[src/rtl/psa_pkg.sv]
// ----------------------------------------------------------------------------
// psa_pkg
// Shared constants, codes and types of the playback source arbiter.
// ----------------------------------------------------------------------------
package psa_pkg;

	// number of source slots, slot 0 means no source
	localparam int unsigned SOURCE_COUNT = 4;
	localparam int unsigned SLOT_W       = $clog2(SOURCE_COUNT);

	// field widths
	localparam int unsigned SOURCE_W = 4;
	localparam int unsigned ACTION_W = 3;
	localparam int unsigned EVENT_W  = 3;

	typedef logic [SOURCE_W-1:0] source_t;
	typedef logic [ACTION_W-1:0] action_t;
	typedef logic [EVENT_W-1:0]  event_t;

	// per-source playback state
	typedef enum logic [1:0] {
		ST_IDLE      = 2'd0,
		ST_CONNECTED = 2'd1,
		ST_PLAYING   = 2'd2,
		ST_PAUSED    = 2'd3
	} slot_state_t;

	// input actions
	localparam action_t ACT_CONNECTED    = 3'd0;
	localparam action_t ACT_PLAYING      = 3'd1;
	localparam action_t ACT_PAUSED       = 3'd2;
	localparam action_t ACT_DISCONNECTED = 3'd3;
	localparam action_t ACT_METADATA     = 3'd4;

	// notification codes
	localparam event_t EV_CONNECTED    = 3'd0;
	localparam event_t EV_PLAYING      = 3'd1;
	localparam event_t EV_PAUSED       = 3'd2;
	localparam event_t EV_DISCONNECTED = 3'd3;
	localparam event_t EV_METADATA     = 3'd4;

	// one notification word
	typedef struct packed {
		event_t  notify_event;
		source_t event_source;
		logic    last;
		source_t active_source;
		logic    any_connected;
		logic    any_playing;
	} result_t;

	// words produced by one command, handed to the output buffer
	typedef struct packed {
		logic       load;
		logic [1:0] count;
		result_t    first;
		result_t    second;
	} batch_t;

endpackage

[src/rtl/psa_in_if.sv]
// ----------------------------------------------------------------------------
// psa_in_if
// Command channel: source number and action, valid/ready handshake.
// ----------------------------------------------------------------------------
interface psa_in_if;
	import psa_pkg::*;

	logic    valid;
	logic    ready;
	source_t source;
	action_t action;

	modport src (output valid, output source, output action, input ready);
	modport snk (input valid, input source, input action, output ready);
endinterface

[src/rtl/psa_out_if.sv]
// ----------------------------------------------------------------------------
// psa_out_if
// Notification channel: event word with aggregate status, valid/ready.
// ----------------------------------------------------------------------------
interface psa_out_if;
	import psa_pkg::*;

	logic    valid;
	logic    ready;
	event_t  notify_event;
	source_t event_source;
	logic    last;
	source_t active_source;
	logic    any_connected;
	logic    any_playing;

	modport src (
		output valid, output notify_event, output event_source, output last,
		output active_source, output any_connected, output any_playing,
		input ready
	);
	modport snk (
		input valid, input notify_event, input event_source, input last,
		input active_source, input any_connected, input any_playing,
		output ready
	);
endinterface

[src/rtl/psa_engine.sv]
// ----------------------------------------------------------------------------
// psa_engine
// Command register, per-source state, display holder and the single-pass
// update that turns one command into zero, one or two notification words.
// ----------------------------------------------------------------------------
module psa_engine (
	input  logic           clk,
	input  logic           arst_n,
	psa_in_if.snk          cmd,
	input  logic           load_ok,
	output psa_pkg::batch_t batch
);
	import psa_pkg::*;

	logic        valid_s1;
	source_t     source_s1;
	action_t     action_s1;
	slot_state_t state_q [SOURCE_COUNT];
	source_t     holder_q;

	logic        go;
	logic        src_ok;
	logic        known;
	logic        apply;
	logic        forward;
	logic [SLOT_W-1:0] slot;
	slot_state_t cur;
	slot_state_t nxt;
	slot_state_t new_state [SOURCE_COUNT];
	logic        wc, wp, nc, np;
	source_t     holder_mid;
	source_t     holder_new;
	source_t     play_idx, any_idx;
	logic        c_up, p_up, p_dn, d_dn;
	event_t      ev [2];
	logic [1:0]  n;
	logic [1:0]  count;
	source_t     act_out;
	logic        conn_out, play_out;

	// command register, refilled whenever the held command moves on
	assign go        = valid_s1 && load_ok;
	assign cmd.ready = !valid_s1 || go;

	always_ff @(posedge clk or negedge arst_n) begin
		if (!arst_n) begin
			valid_s1 <= 1'b0;
		end else if (cmd.ready) begin
			valid_s1 <= cmd.valid;
		end
	end

	always_ff @(posedge clk) begin
		if (cmd.valid && cmd.ready) begin
			source_s1 <= cmd.source;
			action_s1 <= cmd.action;
		end
	end

	// decode of the held command
	always_comb begin
		slot   = source_s1[SLOT_W-1:0];
		src_ok = (source_s1 != '0) &&
			({1'b0, source_s1} < (SOURCE_W+1)'(SOURCE_COUNT));
		cur    = state_q[slot];
		known  = 1'b1;
		nxt    = ST_IDLE;
		unique case (action_s1)
			ACT_CONNECTED:    nxt = ST_CONNECTED;
			ACT_PLAYING:      nxt = ST_PLAYING;
			ACT_PAUSED:       nxt = ST_PAUSED;
			ACT_DISCONNECTED: nxt = ST_IDLE;
			default:          known = 1'b0;
		endcase
		// connect from a busy source and repeated states are dropped
		apply   = go && src_ok && known && cur != nxt &&
			!(nxt == ST_CONNECTED && cur != ST_IDLE);
		forward = go && src_ok && action_s1 == ACT_METADATA &&
			(holder_q == source_s1 || holder_q == '0);
	end

	// aggregate flags before and after the update
	always_comb begin
		wc = 1'b0;
		wp = 1'b0;
		nc = 1'b0;
		np = 1'b0;
		for (int i = 0; i < SOURCE_COUNT; i++) begin
			new_state[i] = (apply && slot == SLOT_W'(i)) ? nxt : state_q[i];
		end
		for (int i = 1; i < SOURCE_COUNT; i++) begin
			wc = wc || state_q[i] != ST_IDLE;
			wp = wp || state_q[i] == ST_PLAYING;
			nc = nc || new_state[i] != ST_IDLE;
			np = np || new_state[i] == ST_PLAYING;
		end
	end

	// display handover: lowest playing source, else lowest busy one
	always_comb begin
		play_idx = '0;
		any_idx  = '0;
		for (int i = SOURCE_COUNT - 1; i >= 1; i--) begin
			if (new_state[i] == ST_PLAYING) begin
				play_idx = SOURCE_W'(i);
			end
			if (new_state[i] != ST_IDLE) begin
				any_idx = SOURCE_W'(i);
			end
		end
		priority if (nxt == ST_PLAYING) begin
			holder_mid = source_s1;
		end else if (holder_q == source_s1 && nxt == ST_IDLE) begin
			holder_mid = '0;
		end else if (holder_q == '0 && nxt != ST_IDLE) begin
			holder_mid = source_s1;
		end else begin
			holder_mid = holder_q;
		end
		holder_new = (holder_mid == '0 && nc) ? (np ? play_idx : any_idx) : holder_mid;
	end

	// aggregate transitions, in order, at most two
	always_comb begin
		c_up  = !wc && nc;
		p_up  = !wp && np;
		p_dn  = wp && !np && nc;
		d_dn  = wc && !nc;
		n     = '0;
		ev[0] = EV_CONNECTED;
		ev[1] = EV_CONNECTED;
		if (c_up) begin
			ev[n[0]] = EV_CONNECTED;
			n        = n + 2'd1;
		end
		if (p_up) begin
			ev[n[0]] = EV_PLAYING;
			n        = n + 2'd1;
		end else if (p_dn) begin
			ev[n[0]] = EV_PAUSED;
			n        = n + 2'd1;
		end
		if (d_dn && n < 2'd2) begin
			ev[n[0]] = EV_DISCONNECTED;
			n        = n + 2'd1;
		end
	end

	// words handed to the output buffer
	always_comb begin
		count    = forward ? 2'd1 : (apply ? n : 2'd0);
		act_out  = apply ? holder_new : holder_q;
		conn_out = apply ? nc : wc;
		play_out = apply ? np : wp;

		batch.load                 = go;
		batch.count                = count;
		batch.first.notify_event   = forward ? EV_METADATA : ev[0];
		batch.first.event_source   = source_s1;
		batch.first.last           = count == 2'd1;
		batch.first.active_source  = act_out;
		batch.first.any_connected  = conn_out;
		batch.first.any_playing    = play_out;
		batch.second.notify_event  = ev[1];
		batch.second.event_source  = source_s1;
		batch.second.last          = 1'b1;
		batch.second.active_source = act_out;
		batch.second.any_connected = conn_out;
		batch.second.any_playing   = play_out;
	end

	// source states and display holder
	always_ff @(posedge clk or negedge arst_n) begin
		if (!arst_n) begin
			for (int i = 0; i < SOURCE_COUNT; i++) begin
				state_q[i] <= ST_IDLE;
			end
			holder_q <= '0;
		end else if (apply) begin
			state_q[slot] <= nxt;
			holder_q      <= holder_new;
		end
	end

endmodule

[src/rtl/psa_out_buf.sv]
// ----------------------------------------------------------------------------
// psa_out_buf
// Two-word result register: holds the words of one command and presents them
// one per cycle on the notification channel while the receiver is ready.
// ----------------------------------------------------------------------------
module psa_out_buf (
	input  logic            clk,
	input  logic            arst_n,
	input  psa_pkg::batch_t batch,
	output logic            load_ok,
	psa_out_if.src          evt
);
	import psa_pkg::*;

	result_t    slot_q [2];
	logic [1:0] count_q;
	logic       pop;

	assign pop     = evt.valid && evt.ready;
	assign load_ok = (count_q == 2'd0) || (count_q == 2'd1 && evt.ready);

	// word count
	always_ff @(posedge clk or negedge arst_n) begin
		if (!arst_n) begin
			count_q <= '0;
		end else if (batch.load) begin
			count_q <= batch.count;
		end else if (pop) begin
			count_q <= count_q - 2'd1;
		end
	end

	// word storage, second word moves to the head on a pop
	always_ff @(posedge clk) begin
		if (batch.load) begin
			slot_q[0] <= batch.first;
			slot_q[1] <= batch.second;
		end else if (pop) begin
			slot_q[0] <= slot_q[1];
		end
	end

	assign evt.valid         = count_q != 2'd0;
	assign evt.notify_event  = slot_q[0].notify_event;
	assign evt.event_source  = slot_q[0].event_source;
	assign evt.last          = slot_q[0].last;
	assign evt.active_source = slot_q[0].active_source;
	assign evt.any_connected = slot_q[0].any_connected;
	assign evt.any_playing   = slot_q[0].any_playing;

endmodule

[src/rtl/playback_source_arbiter.sv]
// ----------------------------------------------------------------------------
// playback_source_arbiter
// Tracks per-source playback state and the display holder, forwards metadata
// and reports aggregate connected/playing transitions.
// ----------------------------------------------------------------------------
// A command is taken into a register, evaluated combinationally against the
// per-source state and the display holder, and its notification words (none,
// one or two) are loaded into a two-word output register. The command channel
// accepts a new word every cycle as long as the output keeps up: a command
// giving one word runs at one per cycle, while one giving two words holds off
// the next command until its first word has been taken, as the single output
// port drains one word per cycle. Commands that are dropped produce no word.
// The first word of a command passes the command register and then the output
// register before it is presented, and the output register takes the words
// of a command only when it has room.
// ----------------------------------------------------------------------------
module playback_source_arbiter (
	input logic clk,
	input logic arst_n,
	psa_in_if.snk  cmd,
	psa_out_if.src evt
);
	import psa_pkg::*;

	batch_t batch;
	logic   load_ok;

	// command evaluation and state
	psa_engine u_engine (
		.clk     (clk),
		.arst_n  (arst_n),
		.cmd     (cmd),
		.load_ok (load_ok),
		.batch   (batch)
	);

	// result register
	psa_out_buf u_out_buf (
		.clk     (clk),
		.arst_n  (arst_n),
		.batch   (batch),
		.load_ok (load_ok),
		.evt     (evt)
	);

	// the engine only commits when the result register has room
	a_load_room: assert property (@(posedge clk) disable iff (!arst_n)
		batch.load |-> load_ok)
		else $error("command evaluated while result register full");

	// a committed command with words shows them next cycle
	a_load_shows: assert property (@(posedge clk) disable iff (!arst_n)
		batch.load && batch.count != 2'd0 |=> evt.valid)
		else $error("loaded words not presented");

	// a non-final word is followed by the rest of the same command
	a_pair_follows: assert property (@(posedge clk) disable iff (!arst_n)
		evt.valid && evt.ready && !evt.last |=> evt.valid && $stable(evt.event_source))
		else $error("second word of a command lost");

endmodule

[src/flat_wrapper.sv]
// flat-port wrapper written by rule: the top's interface ports become plain ports
module playback_source_arbiter_flat import psa_pkg::*;
  (clk, arst_n, cmd_valid, cmd_source, cmd_action, cmd_ready, evt_valid, evt_notify_event, evt_event_source, evt_last, evt_active_source, evt_any_connected, evt_any_playing, evt_ready);
  psa_in_if cmd_i ();
  psa_out_if evt_i ();
  input logic clk;
  input logic arst_n;
  input wire logic [$bits(cmd_i.valid)-1:0] cmd_valid;
  input wire logic [$bits(cmd_i.source)-1:0] cmd_source;
  input wire logic [$bits(cmd_i.action)-1:0] cmd_action;
  output wire logic [$bits(cmd_i.ready)-1:0] cmd_ready;
  output wire logic [$bits(evt_i.valid)-1:0] evt_valid;
  output wire logic [$bits(evt_i.notify_event)-1:0] evt_notify_event;
  output wire logic [$bits(evt_i.event_source)-1:0] evt_event_source;
  output wire logic [$bits(evt_i.last)-1:0] evt_last;
  output wire logic [$bits(evt_i.active_source)-1:0] evt_active_source;
  output wire logic [$bits(evt_i.any_connected)-1:0] evt_any_connected;
  output wire logic [$bits(evt_i.any_playing)-1:0] evt_any_playing;
  input wire logic [$bits(evt_i.ready)-1:0] evt_ready;
  assign cmd_i.valid = cmd_valid;
  assign cmd_i.source = cmd_source;
  assign cmd_i.action = cmd_action;
  assign cmd_ready = cmd_i.ready;
  assign evt_valid = evt_i.valid;
  assign evt_notify_event = evt_i.notify_event;
  assign evt_event_source = evt_i.event_source;
  assign evt_last = evt_i.last;
  assign evt_active_source = evt_i.active_source;
  assign evt_any_connected = evt_i.any_connected;
  assign evt_any_playing = evt_i.any_playing;
  assign evt_i.ready = evt_ready;
  playback_source_arbiter u_core (.clk(clk), .arst_n(arst_n), .cmd(cmd_i), .evt(evt_i));
endmodule
[config.mk]
export PLATFORM = sky130hd
export DESIGN_NAME = playback_source_arbiter_flat
export DESIGN_NICKNAME = d
export VERILOG_FILES = /design/src/rtl/psa_pkg.sv /design/src/rtl/psa_in_if.sv /design/src/rtl/psa_out_if.sv /design/src/rtl/psa_engine.sv /design/src/rtl/psa_out_buf.sv /design/src/rtl/playback_source_arbiter.sv /design/src/flat_wrapper.sv
export SDC_FILE = /design/constraint.sdc
export NUM_CORES = 1
export LEC_CHECK = 0
export BUFFER_PORTS_ARGS = -buffer_cell sky130_fd_sc_hd__buf_2
export CORE_ASPECT_RATIO = 0.6
export CORE_MARGIN = 3
export CORE_UTILIZATION = 63
export CTS_CLUSTER_SIZE = 14
export DETAILED_ROUTE_END_ITERATION = 16
export GPL_TIMING_DRIVEN = 1
export PLACE_DENSITY = 0.83
export SLEW_MARGIN = 25
export SYNTH_ARGS = -nofsm -noshare
export SYNTH_HDL_FRONTEND = slang
export SYNTH_SLANG_ARGS = --single-unit
export TNS_END_PERCENT = 100
[constraint.sdc]
create_clock -name clk -period 10.3 [get_ports clk]
set_clock_uncertainty 0.15 [all_clocks]
set_input_delay 0.515 -clock clk [delete_from_list [all_inputs] [get_ports clk]]
set_output_delay 0.515 -clock clk [all_outputs]
set_load 0.03 [all_outputs]
# Word-level counts from Yosys, hierarchy flattened
# Memories as Yosys holds them, arrays and structs flattened.
# Cells that the tools add are included.
# totals
regBits	22
mem_bits_rw	28
output_inout_bits	16
mem_count	1
# memory_table
memory	words	width	read_ports	rd_ports_with_merged_regs	wr	line_no	rtl
u_core.u_out_buf.slot_q	2	14	2	0	2	psa_out_buf.sv:15	result_t slot_q [2];
# classes
n_addsub	3
order_cmp	8
eq_ne	19
muxes	47
bitwise_logic	7
n_reduce_logical	61
# ops
cell	count
4-bit 2-to-1 mux	10
2-bit 2-to-1 mux	15
1-bit logical AND	27
2-bit nonzero test	10
2-bit equality test (second input constant)	9
14-bit 2-to-1 mux	1
1-bit logical OR	11
5-bit 2-to-1 mux	2
1-bit 2-to-1 mux	9
3-bit 2-to-1 mux	3
8-bit bitwise mux	1
2-bit by 1-bit equality test with 1-bit output (second input constant)	4
4-bit zero test	2
3-bit demux with 1-bit select	2
3-bit by 2-bit equality test with 1-bit output (second input constant)	2
1-bit zero test	6
6-bit 2-to-1 mux	1
2-bit one-hot mux with 3 select lines	1
2-bit by 1-bit adder with 2-bit output (second input constant)	2
2-bit binary-select mux with 2-bit select	1
2-bit demux with 2-bit select	1
4-bit equality test	1
2-bit greater-or-equal comparator (second input constant)	2
2-bit zero test	2
other kinds (18)	20

# Depth between registers and ports, before layout
# Gate-level depths: netlist of the first run.
# depth
ltp_word	28
mapped_depth	16

# Modules after synthesis
# Synthesis of the first run repeated with hierarchy kept, for this count alone.
# unflattened
hier_cells	235
hier_area_um2	2752.6
# modules_own_cells
mod	instances	cells_per_inst	area_per_inst_um2
psa_engine	1	173	1567.8
psa_out_buf	1	62	1184.9

# Worst setup path after synthesis of the first run
# Ideal clock, no wire load.
# synth_path
path_type	register to register
start	reg u_core.u_engine.source_s1[1]
end	mem u_core.u_out_buf.slot_q[0][6] (netlist name) (data pin)
setup_ns	0.254
t_arrival_ns	3.515
setup_slack_ns	6.381
path_stages_with_launch	14
period_less_slack_ns	3.919
cell_sequence	edfxtp_1 -> mux2_1 -> a221o_1 -> or3_4 -> nor2_1 -> nand2_1 -> or4_1 -> a21oi_1 -> and3_1 -> ha_1 -> inv_1 -> a221o_1 -> o211ai_2 -> a21o_1
# synth_lines
item	line_no	rtl
start, declared	psa_engine.sv:16	source_t source_s1;
start signal, assigned	psa_engine.sv:55	source_s1 <= cmd.source;
end, declared	psa_out_buf.sv:15	

==> results.md, run 1 <==
- Num rows: 17
- Layout area overhead: 10.9%
- M1 WL: 2560 microns
- Yosys reg bits: 48
- Pre-CTS WS: 5.69 ns
- Commonest non-fill, non-tap cells in the layout: edfxtp_1, nand2_1, buf_2, nor2_1
- Largest net degree at the start of global routing: 20
- # setup viols final: 0
- Routed WL per cell: 18.9 microns
- Routed length on met2: 2600 microns
- Register area: 0.00137 sq mm
- Hold WC Path Type: input port to register
- Placer Congestion: 0.965
- Initial antenna violation count: 0
- Post-synth EDFFs: 33
- Syn avg cell area: 10.7 sq um
- Detail Placement HPWL: 4200 microns
- Overflow after GRT: 0
- Core area: 0.00383 sq mm
- Kind of critical path: register to register
- Total die area: 0.00500 sq mm
- I/O pin cnt: 27
- PnR worst setup slack: 5.52 ns
- Die height: 56.0 microns
- Global-route wire length before repair: 9800 microns
- Largest fanout on the critical path: 18
- Multi-input gate area: 0.00115 sq mm
- PD cells: 333 mW/mm^2
- # H-tree levels: 2
- Top post-synthesis cells by area: edfxtp_1, dfrtp_1, nand2_1
- Syn Inst Count: 245
- Initial Util: 68.5%
- DR WL met3: 711 microns
- Fin. Hold Viols: 0
- CP Launch Type: register
- Max Cap Viol: 0
- Fin Setup TNS: 0 ns
- Crit end category: register
- CTS tree: built
- Post-synthesis sequential area ratio: 52.1%
- Final Slew Violations: 0
- Max Root-Sink Buffers: 2
- Slew headroom: 27.6%
- Synthesis warning total: 0
- Top layer in use: met4
- Drt drc: 0
- Drt pass-1 iters: 4
- Worst Path Required: 10.22 ns
- Share of cells above drive strength 1: 19.5%
- Post-Syn Area: 0.00262 sq mm
- Synth top area share: 37.8%
- Fmax: 209 MHz
- Routed WL: 5940 microns
- Hold_ws: 0.228 ns
- PostCTS Resize Cnt: 0
- P_leak: 1.23 nW
- Ant diodes: 0
- IO Port Bufs: 26
- Main synth FF type: edfxtp_1
- # fillers: 253
- Clock root cell: clkbuf_8
- VDD IR max: 0.000187 V
- Hold buffers post-CTS: 1
- Total CTS buffers: 5
- Routed vias/inst: 6.59
- Initial detailed-routing violation count: 260
- RSZ-0062 raised after global routing: no
- Chip width: 89.3 microns
- Vias in the first global route: 1973
- Status: complete, no violations
- Final #Nets: 281
- Synth unique cells: 51
- Antenna-violating nets left: 0
- Cell taking the most area after synthesis: edfxtp_1
- Clock sinks: 48
- Min Tclk post-route: 4.78 ns
- Asr flop ratio synth: 31.3%
- Clk_lat worst skew: 0.31 ns
- Syn_nets: 260
- Vias: 2070
- Final worst-path cycle share: 46.4%
- FF-to-FF setup slack: 5.52 ns
- Commonest non-fill, non-tap cell in the layout: edfxtp_1
- Total Routing Usage GR: 25.8%
- Slew @ Worst Pin: 1.06 ns
- Clock-pin slew on the worst setup and hold paths: 0.09 ns
- Critical Path AT: 4.70 ns
- Setup bufs post-CTS: 0
==> per-layer routing <==
layer  vias up  global-route usage [%]
met5         -                       0
met4         0                    7.22
met3        12                    6.95
met2       143                    35.8
met1       980                    39.8
li1        935                       -
==> report_power, final <==
part | internal (mW) | total, mW | leakage (nW) | switching (mW)
Clock | 0.0977 | 0.165 | 0.0687 | 0.0675
Sequential | 0.309 | 0.361 | 0.524 | 0.0521
Combinational | 0.145 | 0.442 | 0.639 | 0.296
Total | 0.553 | 0.969 | 1.23 | 0.416
==> critical path, cell delays in order (launching register included) <==
cell,delay [ns]
edfxtp_1,0.80
mux4_2,0.62
mux2i_1,0.16
and2_1,0.25
nor2_1,0.47
nand2_1,0.13
or4_1,0.54
a21oi_1,0.24
and3_1,0.26
ha_1,0.31
inv_1,0.13
a221o_1,0.17
o211ai_2,0.09
a21o_1,0.21
==> flip-flops by register name, indices dropped and copies added, names as in the netlist <==
register	count
u_core.u_engine.holder_q	4
u_core.u_engine.state_q	8
u_core.u_out_buf.count_q	2
u_core.u_out_buf.slot_q	26
u_core.u_engine.action_s1	3
u_core.u_engine.valid_s1	1
u_core.u_engine.source_s1	4
==> synth_stat cells, types with 2 or more instances <==
cell        n
edfxtp_1   33
nand2_1    31
nor2_1     19
dfrtp_1    15
inv_1      15
a21oi_1    12
clkbuf_1   11
mux2_2      8
nand2b_1    7
mux2i_1     6
nor3_1      6
o21ai_0     6
and2_1      5
nand3_1     5
a31oi_1     4
and3_1      4
ha_1        4
xnor2_1     4
nor2b_1     3
nor3b_1     3
o21a_1      3
or2_2       3
a21o_1      2
a221o_1     2
a22oi_1     2
a32oi_1     2
a41oi_1     2
buf_2       2
mux4_2      2
o2111ai_1   2
o31ai_1     2
==> final timing paths <==
check,start,to,depth (start not counted)
min in group asynchronous,arst_n,u_core.u_engine.holder_q[1],2
max,u_core.u_engine.source_s1[0],u_core.u_out_buf.slot_q[0][6],13
min reg2reg,u_core.u_engine.state_q[6],u_core.u_engine.state_q[6],0
max reg2reg,u_core.u_engine.source_s1[0],u_core.u_out_buf.slot_q[0][6],13
max in group asynchronous,arst_n,u_core.u_engine.state_q[3],2
min,cmd_source[3],u_core.u_engine.source_s1[3],1
==> per-stage QoR <==
step | utilization [%] | instance area [sq um] | total power [mW] | std cells
after floorplan | - | 2620 | 0.677 | 245
after global placement | 72.1 | 2760 | 0.782 | 305
after detailed placement | 72.1 | 2760 | 0.791 | 305
after CTS | 75.9 | 2910 | 0.961 | 314
after global routing | 75.9 | 2910 | 1.02 | 314
final | 75.9 | 2910 | 0.969 | 314
==> cell type report <==
type | count | share of cell area (%)
Inverter | 15 | 1.94
Clock buffer | 5 | 2.37
Clock inverter | 3 | 2.37
Timing Repair Buffer | 27 | 4.82
Tap cell | 47 | 2.02
Multi-Input combinational cell | 169 | 39.5
Sequential cell | 48 | 47.0
==> cell families after synthesis <==
logic type | share of synthesized area [%]
AND/OR/NAND/NOR | 19.1
AO/OA/AOI/OAI | 13.6
flip-flops | 52.1
buffers and inverters | 4.10
multiplexers | 7.88
XOR/XNOR | 1.34
adder cells (fa/ha/maj) | 1.91
Power figures use the tool's default switching activity.
==> inputs of run 2 (changes only) <==
CORE_UTILIZATION = 53   (was 63)
PLACE_DENSITY = 0.75   (was 0.83)
clock period = 4.3 ns   (was 10.3 ns; I/O delays follow)
==> results.md, run 2 (same netlist as run 1, synthesis figures left out) <==
- PD cells: 744 mW/mm^2 (was 333 mW/mm^2)
- Slew headroom: 59.6% (was 27.6%)
- Fin util: 65.2% (was 75.9%)
- Cells on worst reg2reg path: 14 (was 13)
- Largest net degree at the start of global routing: 20 (unchanged)
- Initial Util: 56.3% (was 68.5%)
- Clk_lat worst skew: 0.31 ns (about the same)
- Chip width: 96.8 microns (was 89.3 microns)
- Register bank with the most flops: u_core.u_out_buf.slot_q (unchanged)
- Number of cells after detailed placement: 328 (was 305)
- Fin Setup TNS: 0 ns (unchanged)
- Cell Count, Final, Fillers Out: 345 (was 314)
- Kind of critical path: register to register (unchanged)
- Commonest non-fill, non-tap cells in the layout: edfxtp_1, nand2_1, buf_2, nor2_1 (unchanged)
- Drt pass-1 iters: 4 (unchanged)
- Hold buffers post-CTS: 9 (was 1)
- Clock share of power: 14.8% (was 17.1%)
- Status: complete, no violations (unchanged)
- Placer Congestion: 0.945 (was 0.965)
- Pwr Total: 2.26 mW (was 0.969 mW)
- Ant diodes: 0 (unchanged)
- Final Slew Violations: 0 (unchanged)
- Largest register FFs: 26 (unchanged)
- Min Tclk post-route: 4.08 ns (was 4.78 ns)
- Vias in the first global route: 1962 (was 1973)
- Routed WL: 6140 microns (was 5940 microns)
- Total Routing Usage GR: 22.4% (was 25.8%)
- CP Launch Type: register (unchanged)
- Worst Path Required: 4.22 ns (was 10.22 ns)
- PnR worst setup slack: 0.223 ns (was 5.52 ns)
- # setup viols final: 0 (unchanged)
- Switching share of power: 43.3% (was 43.0%)
- Clock sinks: 48 (unchanged)
- Setup bufs post-CTS: 0 (unchanged)
- Max Cap Viol: 0 (unchanged)
- Clock-pin slew on the worst setup and hold paths: 0.09 ns (about the same)
- Crit end category: register (unchanged)
- I/O pin cnt: 27 (unchanged)
- Routed vias/inst: 5.80 (was 6.59)
- Total die area: 0.00585 sq mm (was 0.00500 sq mm)
- Share of cells above drive strength 1: 20.9% (was 19.5%)
- Overflow after GRT: 0 (unchanged)
- Hold WC Path Type: input port to asynchronous set/reset pin (was input port to register)
- Max Root-Sink Buffers: 2 (unchanged)
- Initial detailed-routing violation count: 106 (was 260)
- Core area: 0.00466 sq mm (was 0.00383 sq mm)
- Critical Path AT: 4.00 ns (was 4.70 ns)
- NetSw: 0.979 mW (was 0.416 mW)
- Clock root cell: clkbuf_8 (unchanged)
- Final worst-path cycle share: 94.8% (was 46.4%)
- Fin. Hold Viols: 0 (unchanged)
- Vias: 2000 (was 2070)
- Hold_ws: 0.189 ns (was 0.228 ns)
- Die height: 60.5 microns (was 56.0 microns)
- Int Pwr: 1.28 mW (was 0.553 mW)
- Antenna-violating nets left: 0 (unchanged)
- Layout area overhead: 15.9% (was 10.9%)
- Global-route wire length before repair: 9970 microns (was 9800 microns)
- Share of power burned in combinational logic: 47.5% (was 45.6%)
- # H-tree levels: 2 (unchanged)
- Commonest non-fill, non-tap cell in the layout: edfxtp_1 (unchanged)
- Drt drc: 0 (unchanged)
- Initial antenna violation count: 0 (unchanged)
- RSZ-0062 raised after global routing: no (unchanged)
- VDD IR max: 0.000373 V (was 0.000187 V)
- Pre-CTS WS: 0.338 ns (was 5.69 ns)
- Total CTS buffers: 5 (unchanged)
- CTS tree: built (unchanged)
- Routed WL per cell: 17.8 microns (was 18.9 microns)
- Post-Layout Inst Area: 0.00304 sq mm (was 0.00291 sq mm)
- P_leak: 1.29 nW (was 1.23 nW)
- Largest fanout on the critical path: 5 (was 18)
- Sequential share of power: 37.7% (was 37.3%)
- Detail Placement HPWL: 4550 microns (was 4200 microns)
- PostCTS Resize Cnt: 0 (unchanged)
- Largest regs: u_core.u_out_buf.slot_q x26, u_core.u_engine.state_q x8 (unchanged)
- IO Port Bufs: 26 (unchanged)
- Num rows: 19 (was 17)
- Slew @ Worst Pin: 0.601 ns (was 1.06 ns)
- Dpl cell area: 0.00283 sq mm (was 0.00276 sq mm)
- Fmax: 245 MHz (was 209 MHz)
- Final #Nets: 296 (was 281)
## run 2: changes by cell type in the layout (fill, tap and decap cells not counted)
cell | previous run | this run
inv_6 | 1 | 0
dlygate4sd3_1 | 1 | 9
clkinv_4 | 0 | 2
bufinv_16 | 2 | 1
buf_4 | 0 | 7
## run 2: critical path, stage by stage (launching register included)
cell	delay, ns
dfrtp_1	0.42
inv_1	0.09
ha_1	0.23
a21o_1	0.15
o2111ai_1	0.23
or3_4	0.47
or4_4	0.53
nand2_1	0.12
nand3_1	0.17
and3_1	0.27
ha_1	0.38
inv_1	0.09
o21ai_0	0.26
o211ai_2	0.11
a21o_1	0.18
## run 2: layout make-up
type	instances	area, sq um
fill	375	1620
sequential	48	1370
multi-input combinational	169	1150
timing repair buffer	42	273
tap	63	78.8
clock buffer	5	68.8
inverter	15	56.3
clock inverter	3	47.5
## run 2: power by group through the flow
stage	logic [mW]	registers, mW	clock network, mW
4_1_cts	1.06	0.851	0.342
5_1_grt	1.18	0.871	0.356
6_report	1.07	0.853	0.334
3_5_place_dp	1.05	0.859	0
3_3_place_gp	1.03	0.854	0
2_1_floorplan	0.670	0.953	0
## run 2: worst paths after layout
| check | startpoint | endpoint | slack [ns] |
|---|---|---|---|
| worst min register to register | u_core.u_engine.state_q[7] | u_core.u_engine.state_q[7] | 0.23 |
| worst min-delay path | arst_n | u_core.u_engine.holder_q[3] | 0.19 |
| worst max register to register | u_core.u_out_buf.count_q[1] | u_core.u_out_buf.slot_q[0][6] | 0.22 |
| max in group asynchronous | arst_n | u_core.u_out_buf.count_q[0] | 3.53 |
| worst max-delay path | u_core.u_out_buf.count_q[1] | u_core.u_out_buf.slot_q[0][6] | 0.22 |
| min in group clk | evt_ready | u_core.u_engine.valid_s1 | 0.19 |
## run 2: per-layer routing
layer / vias to the layer above / routed length, microns / track usage (%)
met2: 88 / 2640 / 33.2
met4: 0 / 84 / 8.20
li1: 969 / - / -
met3: 8 / 593 / 6.77
met1: 935 / 2820 / 31.6
met5: - / 0 / 0
==> inputs of run 3 (changes only) <==
CORE_UTILIZATION = 38   (was 53)
PLACE_DENSITY = 0.57   (was 0.75)
==> results.md, run 3 (same netlist as run 1, synthesis figures left out) <==
- Routed vias/inst: 5.39 (was 5.80)
- Placer Congestion: 0.823 (was 0.945)
- Total die area: 0.00796 sq mm (was 0.00585 sq mm)
- Num rows: 22 (was 19)
- CP max-delay cell: or4_4 (unchanged)
- Slew @ Worst Pin: 0.663 ns (was 0.601 ns)
- Fmax: 251 MHz (was 245 MHz)
- Initial detailed-routing violation count: 158 (was 106)
- Critical Path AT: 3.88 ns (was 4.00 ns)
- Antenna-violating nets left: 0 (unchanged)
- Largest register FFs: 26 (unchanged)
- CP Launch Type: register (unchanged)
- # setup viols final: 0 (unchanged)
- Chip width: 113 microns (was 96.8 microns)
- Initial antenna violation count: 0 (unchanged)
- Total CTS buffers: 5 (unchanged)
- PD cells: 757 mW/mm^2 (was 744 mW/mm^2)
- PostCTS Resize Cnt: 0 (unchanged)
- Routed WL: 6240 microns (was 6140 microns)
- Die height: 70.3 microns (was 60.5 microns)
- Register area: 0.00137 sq mm (unchanged)
- Routed WL per cell: 17.0 microns (was 17.8 microns)
- CP bufs+invs: 1 (was 2)
- Commonest non-fill, non-tap cell in the layout: edfxtp_1 (unchanged)
- Vias: 1985 (was 2000)
- Clock sinks: 48 (unchanged)
- Top Family by Delay on Critical Path: simple AND/OR/NAND/NOR gates (unchanged)
- Worst Path Required: 4.19 ns (was 4.22 ns)
- Hold WC Path Type: input port to register (was input port to asynchronous set/reset pin)
- Final Slew Violations: 0 (unchanged)
- Crit end category: register (unchanged)
- # H-tree levels: 2 (unchanged)
- Clock-pin slew on the worst setup and hold paths: 0.07 ns (was 0.09 ns)
- Status: complete, no violations (unchanged)
- Clk_lat worst skew: 0.29 ns (was 0.31 ns)
- Core area: 0.00639 sq mm (was 0.00466 sq mm)
- VDD IR max: 0.000400 V (was 0.000373 V)
- CTS tree: built (unchanged)
- Register bank with the most flops: u_core.u_out_buf.slot_q (unchanged)
- Drt drc: 0 (unchanged)
- Total Routing Usage GR: 16.8% (was 22.4%)
- Detail Placement HPWL: 4620 microns (was 4550 microns)
- I/O pin cnt: 27 (unchanged)
- Pwr Total: 2.37 mW (was 2.26 mW)
- Global-route wire length before repair: 10600 microns (was 9970 microns)
- IO Port Bufs: 26 (unchanged)
- Final worst-path cycle share: 92.7% (was 94.8%)
- Drt pass-1 iters: 4 (unchanged)
- Layout area overhead: 19.6% (was 15.9%)
- Largest fanout on the critical path: 7 (was 5)
- Largest regs: u_core.u_out_buf.slot_q x26, u_core.u_engine.state_q x8 (unchanged)
- Kind of critical path: register to register (unchanged)
- Clock root cell: clkbuf_16 (was clkbuf_8)
- Min Tclk post-route: 3.99 ns (was 4.08 ns)
- Initial Util: 41.0% (was 56.3%)
- Share of cells above drive strength 1: 21.5% (was 20.9%)
- Largest net degree at the start of global routing: 20 (unchanged)
- Vias in the first global route: 1966 (was 1962)
- # fillers: 572 (was 375)
- Commonest non-fill, non-tap cells in the layout: edfxtp_1, nand2_1, buf_2, nor2_1 (unchanged)
- P_leak: 1.32 nW (was 1.29 nW)
- CP cell instances: mux2_1 > a221o_1 > or3_4 > or4_4 > nand2_1 > nand3_1 > and3_1 > ha_1 > inv_1 > o21ai_0 > o211ai_2 > a21o_1 (was inv_1 > ha_1 > a21o_1 > o2111ai_1 > or3_4 > or4_4 > nand2_1 > nand3_1 > and3_1 > ha_1 > inv_1 > o21ai_0 > o211ai_2 > a21o_1)
- Slew headroom: 55.4% (was 59.6%)
- Fin. Hold Viols: 0 (unchanged)
- Fin Setup TNS: 0 ns (unchanged)
- Largest stage delay, worst path: 0.53 ns (about the same)
- Final #Nets: 298 (was 296)
- Max Cap Viol: 0 (unchanged)
- Ant diodes: 0 (unchanged)
- Max Root-Sink Buffers: 2 (unchanged)
- Overflow after GRT: 0 (unchanged)
- RSZ-0062 raised after global routing: no (unchanged)
- Multi-input gate area: 0.00115 sq mm (unchanged)
run 3: per-layer routing:
metal / vias up / global-route usage (%) / share of wire, %
met3: 8 / 3.64 / 7.9
li1: 975 / - / -
met1: 933 / 27.6 / 52
met2: 69 / 22.2 / 39
met4: 0 / 3.33 / 0.67
met5: - / 0 / 0
run 3: worst paths after layout:
path                                             from                             to  slack (ns)  cells past startpoint
min                                         evt_ready       u_core.u_engine.valid_s1        0.19                      4
max reg2reg                u_core.u_engine.state_q[0]  u_core.u_out_buf.slot_q[0][6]        0.31                     12
max in group asynchronous                      arst_n     u_core.u_engine.state_q[4]        3.49                      2
min in group asynchronous                      arst_n       u_core.u_engine.valid_s1        0.23                      2
max                        u_core.u_engine.state_q[0]  u_core.u_out_buf.slot_q[0][6]        0.31                     12
min reg2reg                u_core.u_engine.state_q[7]     u_core.u_engine.state_q[7]        0.24                      0
run 3: per-stage QoR:
step / cells / utilization (%) / hold slack (ns) / cell area (sq um) / setup slack [ns]
final: 368 / 49.1 / 0.192 / 3130 / 0.314
after global routing: 368 / 49.1 / 0.236 / 3130 / 0.00148
after CTS: 366 / 48.8 / 0.194 / 3120 / 0.211
after detailed placement: 349 / 44.7 / 0.0179 / 2860 / 0.226
after global placement: 349 / 44.7 / 0.0206 / 2860 / 0.303
after floorplan: 245 / - / -0.231 / 2620 / 0.381
run 3: area by class of cell:
type | instances | area share, %
clock buffers | 5 | 3.99
flip-flops and latches | 48 | 43.6
clock inverters | 3 | 1.48
repair buffers | 44 | 9.18
multi-input cells | 169 | 36.6
inverters | 15 | 1.80
well taps | 84 | 3.35
run 3: timing repair:
item                                    4_1_cts  5_1_grt
endpoints found under the setup margin        0        2
hold buffers                                  9        0
setup buffers                                 0        2
endpoints found under the hold margin        23        0
run 3: power breakdown:
part | internal (mW) | switching [mW]
combinational | 0.368 | 0.709
clock | 0.276 | 0.175
sequential | 0.742 | 0.103
run 3: worst register-to-register path, delay by kind of cell (launching register included):
| kind | cells | cell delay (ns) |
|---|---|---|
| mux | 1 | 0.33 |
| fa+ha+maj | 1 | 0.36 |
| compound gates | 4 | 0.88 |
| buf+inv | 1 | 0.09 |
| flops | 1 | 0.46 |
| simple gates | 5 | 1.47 |
